File: src/sv/lpht_pkg.sv
// Shared constants, payload types and control structs for the linear probe hash table.
package lpht_pkg;

    localparam int SLOTS      = 128;
    localparam int KEY_BITS   = 32;
    localparam int VALUE_BITS = 32;
    localparam int IDX_BITS   = $clog2(SLOTS);

    localparam logic [1:0] REQ_LOOKUP = 2'd0;
    localparam logic [1:0] REQ_INSERT = 2'd1;
    localparam logic [1:0] REQ_REMOVE = 2'd2;

    localparam logic [1:0] ST_OK        = 2'd0;
    localparam logic [1:0] ST_NOT_FOUND = 2'd1;
    localparam logic [1:0] ST_FULL      = 2'd2;

    typedef struct packed {
        logic [1:0]            req_type;
        logic [KEY_BITS-1:0]   key;
        logic [VALUE_BITS-1:0] value;
    } req_t;

    typedef struct packed {
        logic [1:0]            status;
        logic [VALUE_BITS-1:0] result_value;
    } resp_t;

    typedef struct packed {
        logic load;
        logic read;
        logic advance;
        logic decide;
        logic commit;
    } cmd_t;

    typedef struct packed {
        logic empty;
        logic match;
        logic last;
        logic out_free;
    } sts_t;

endpackage

File: src/sv/lpht_ctrl.sv
// Controller state machine that sequences the probe, decision and commit steps.
module lpht_ctrl (
    input  logic          clk,
    input  logic          rst_n,
    input  logic          req_valid,
    output logic          req_ready,
    input  lpht_pkg::sts_t sts,
    output lpht_pkg::cmd_t cmd
);

    localparam logic [1:0] S_IDLE  = 2'd0;
    localparam logic [1:0] S_READ  = 2'd1;
    localparam logic [1:0] S_CHECK = 2'd2;
    localparam logic [1:0] S_FIN   = 2'd3;

    logic [1:0] state_reg;
    logic [1:0] state_next;

    always_comb
    begin
        state_next = state_reg;
        cmd        = '0;
        req_ready  = 1'b0;
        case (state_reg)
            S_IDLE:
            begin
                req_ready = 1'b1;
                if (req_valid)
                begin
                    cmd.load   = 1'b1;
                    state_next = S_READ;
                end
            end
            S_READ:
            begin
                cmd.read   = 1'b1;
                state_next = S_CHECK;
            end
            S_CHECK:
            begin
                if (sts.empty || sts.match || sts.last)
                begin
                    cmd.decide = 1'b1;
                    state_next = S_FIN;
                end
                else
                begin
                    cmd.advance = 1'b1;
                    state_next  = S_READ;
                end
            end
            S_FIN:
            begin
                if (sts.out_free)
                begin
                    cmd.commit = 1'b1;
                    state_next = S_IDLE;
                end
            end
            default:
            begin
                state_next = S_IDLE;
            end
        endcase
    end

    always_ff @(posedge clk or negedge rst_n)
    begin
        if (!rst_n)
        begin
            state_reg <= S_IDLE;
        end
        else
        begin
            state_reg <= state_next;
        end
    end

endmodule

File: config.mk
export PLATFORM = sky130hd
export DESIGN_NAME = lpht_ctrl
export DESIGN_NICKNAME = d
export VERILOG_FILES = /design/src/sv/lpht_pkg.sv /design/src/sv/lpht_ctrl.sv
export SDC_FILE = /design/constraint.sdc
export NUM_CORES = 1
export LEC_CHECK = 0
export CAP_MARGIN = 20
export CORE_AREA = 5 5 42 44
export CTS_CLUSTER_DIAMETER = 100
export DETAILED_ROUTE_END_ITERATION = 8
export DIE_AREA = 0 0 47 49
export DONT_BUFFER_PORTS = 1
export PLACE_DENSITY = 0.3
export SLEW_MARGIN = 15
export SYNTH_ARGS = -nofsm -noshare
export SYNTH_HDL_FRONTEND = slang
export SYNTH_SLANG_ARGS = --single-unit
File: constraint.sdc
create_clock -name clk -period 1 [get_ports clk]
set_input_delay 0.15 -clock clk [delete_from_list [all_inputs] [get_ports clk]]
set_output_delay 0.15 -clock clk [all_outputs]
set_load 0.02 [all_outputs]
==> run summary <==
Worst-path clk slew - 0.03 ns
Tightest Pin Transition - 0.212 ns
Pwr/cell area - 3300 mW/mm²
Crit Path Max Fanout - 6
Share of cells above drive strength 1 - 82.6%
Busiest grt layer - met2
Period utilization - 114%
Leakage - 0.108 nW
Area grow syn2layout - 86.2%
First-pass GRT wire length - 586 µm
CTS tree - yes
DR pass1 iterations - 2
Status - complete, but fails checks
Leading area contributor after synthesis - dfrtp_1
Synth Instances - 13
Total track usage - 4.01%
Fin crit period - 1.14 ns
Post-route ant nets - 0
Main synth FF type - dfrtp_1
Failing checks - negative setup slack
Post-synthesis register bit count - 2
Relative slew margins - 85.8%
Nets - 32
Final Util - 18.1%
Width of the die - 47 µm
Gr ovfl total - 0
Synth warn - 0
Die area - 0.00230 mm²
CTS HTree Levels - 1
Die height - 49 µm
Final hold slack - 0.0829 ns
Met2 usage - 5.66%
Vias - 139
Setup violators final - 8
Met1 Usage GRT - 3.30%
Synth area leaders - dfrtp_1 37%, nor3_4 12%, a211oi_2 9.2%
Critical path's largest stage delay - 0.44 ns
Hold crit path type - in -> reg
Drt wl/cell - 11.4 µm
Worst Path Required - 0.85 ns
Max Cap Violations - 0
Worst EP arrival - 0.99 ns
CP Class - reg -> out
Max reg flops - 2
CP startpoint kind - flip-flop
Initial Utilization - 9.73%
Async SR Flop Fraction - 100%
Most common cell in the netlist - dfrtp_1
Library cells used by synthesis - 12
Port Buf Inserts - 0
Antenna diodes - 0
Top-area cell type share of the netlist area - 36.7%
Hold Vio Cnt, Final - 0
CTS sink count - 2
Multi-input logic area - 100 µm²
Crit-path cells - nor3b_2 -> buf_4
Fillers - 166
Worst skew pair latency - 0.22 ns
CP Capture Type - output pin
Initial antenna violation count - 0
Worst-case clock skew - 0.000770 ns
Setup WS post-layout - -0.137 ns
Final GP Congestion - 0.623
Total CTS buffers - 3
Overall Power - 0.000838 W
Post-synth EDFFs - 0
DR vias/cell - 3.56
Crit path max-delay cell type - dfrtp_2
Peak supply drop - 1180 µV
Register Area - 52.6 µm²
Post-Syn Nets - 20
DRT iter0 DRCs - 1
Vias in the first global route - 153
Slew Limit Fails - 0
Synth Cell Area - 136 µm²
CP top delay family - flip-flops
IO Pins - 13
Core Rows - 14
Maximum clock rate - 879 MHz
Largest net degree at the start of global routing - 7
RSZ-0062 raised after global routing - yes
GRT met3 Usage - 1.85%
DRC Markers - 0
Bufs and invs on worst path - 1
Post-Syn Area per Cell - 10.5 µm²
Setup TNS - -0.675 ns
Core Area - 0.00140 mm²
CTS Buffer Depth - 2
Seq/Total Area, Yosys - 36.7%
Final wirelength - 446 µm
Root Driver - clkbuf_4
-- worst paths after layout --
| check | slack [ns] | startpoint | cells past startpoint | to |
|---|---|---|---|---|
| worst min-delay path | 0.08 | req_valid | 1 | state_reg[0] |
| worst max-delay path | -0.14 | state_reg[1] | 2 | cmd[1] |
| worst min register to register | 0.60 | state_reg[1] | 1 | state_reg[0] |
| max in group asynchronous | 0.71 | rst_n | 1 | state_reg[1] |
| min in group asynchronous | 0.16 | rst_n | 1 | state_reg[0] |
| worst max register to register | -0.05 | state_reg[0] | 4 | state_reg[0] |
-- where the power goes --
| part | switching [W] | internal [W] |
|---|---|---|
| clock | 0.0000461 | 0.000132 |
| combinational | 0.000214 | 0.000235 |
| sequential | 0.0000808 | 0.000129 |
| total | 0.000341 | 0.000497 |
-- cells in the final DEF (no fill, tap or decap), types with 2 or more instances in the layout --
cell      instances
and3_4            2
clkbuf_4          3
buf_4             6
dfrtp_2           2
-- layout make-up --
class	instances	area share, %
clock buffer	3	8.87
multi-input combinational	10	39.4
inverter	1	1.48
timing repair buffer	7	21.7
tap	16	7.88
sequential	2	20.7
-- logic make-up after synthesis --
group	synth area share [%]
compound gates	15.6
buf+inv	2.75
simple gates	45.0
flops	36.7
-- through the flow --
step | area, µm² | setup WS [ns] | std cells
6_report | 254 | -0.137 | 39
5_1_grt | 254 | -0.177 | 39
2_1_floorplan | 149 | 0.00104 | 13
3_3_place_gp | 191 | 0.0203 | 32
3_5_place_dp | 191 | 0.0135 | 32
4_1_cts | 246 | -0.158 | 38
-- worst register-to-register path, cell delays in order (launching register included) --
cell and delay, ns:
dfrtp_2 0.42, inv_2 0.06, buf_4 0.13, buf_4 0.13, a22o_1 0.20
-- per-layer routing --
| metal | up-vias | routed length, µm |
|---|---|---|
| li1 | 66 | - |
| met1 | 62 | 161 |
| met2 | 11 | 204 |
| met3 | 0 | 80 |
| met4 | 0 | 0 |
| met5 | - | 0 |
-- repair_timing --
action	in CTS	in global routing
gates resized for setup	4	0
hold endpoints to repair	2	0
pin swaps	3	0
setup endpoints to repair	6	6
buffers inserted	2	1
hold buffers	1	0
No activity file was read; power rests on OpenSTA's default activity.
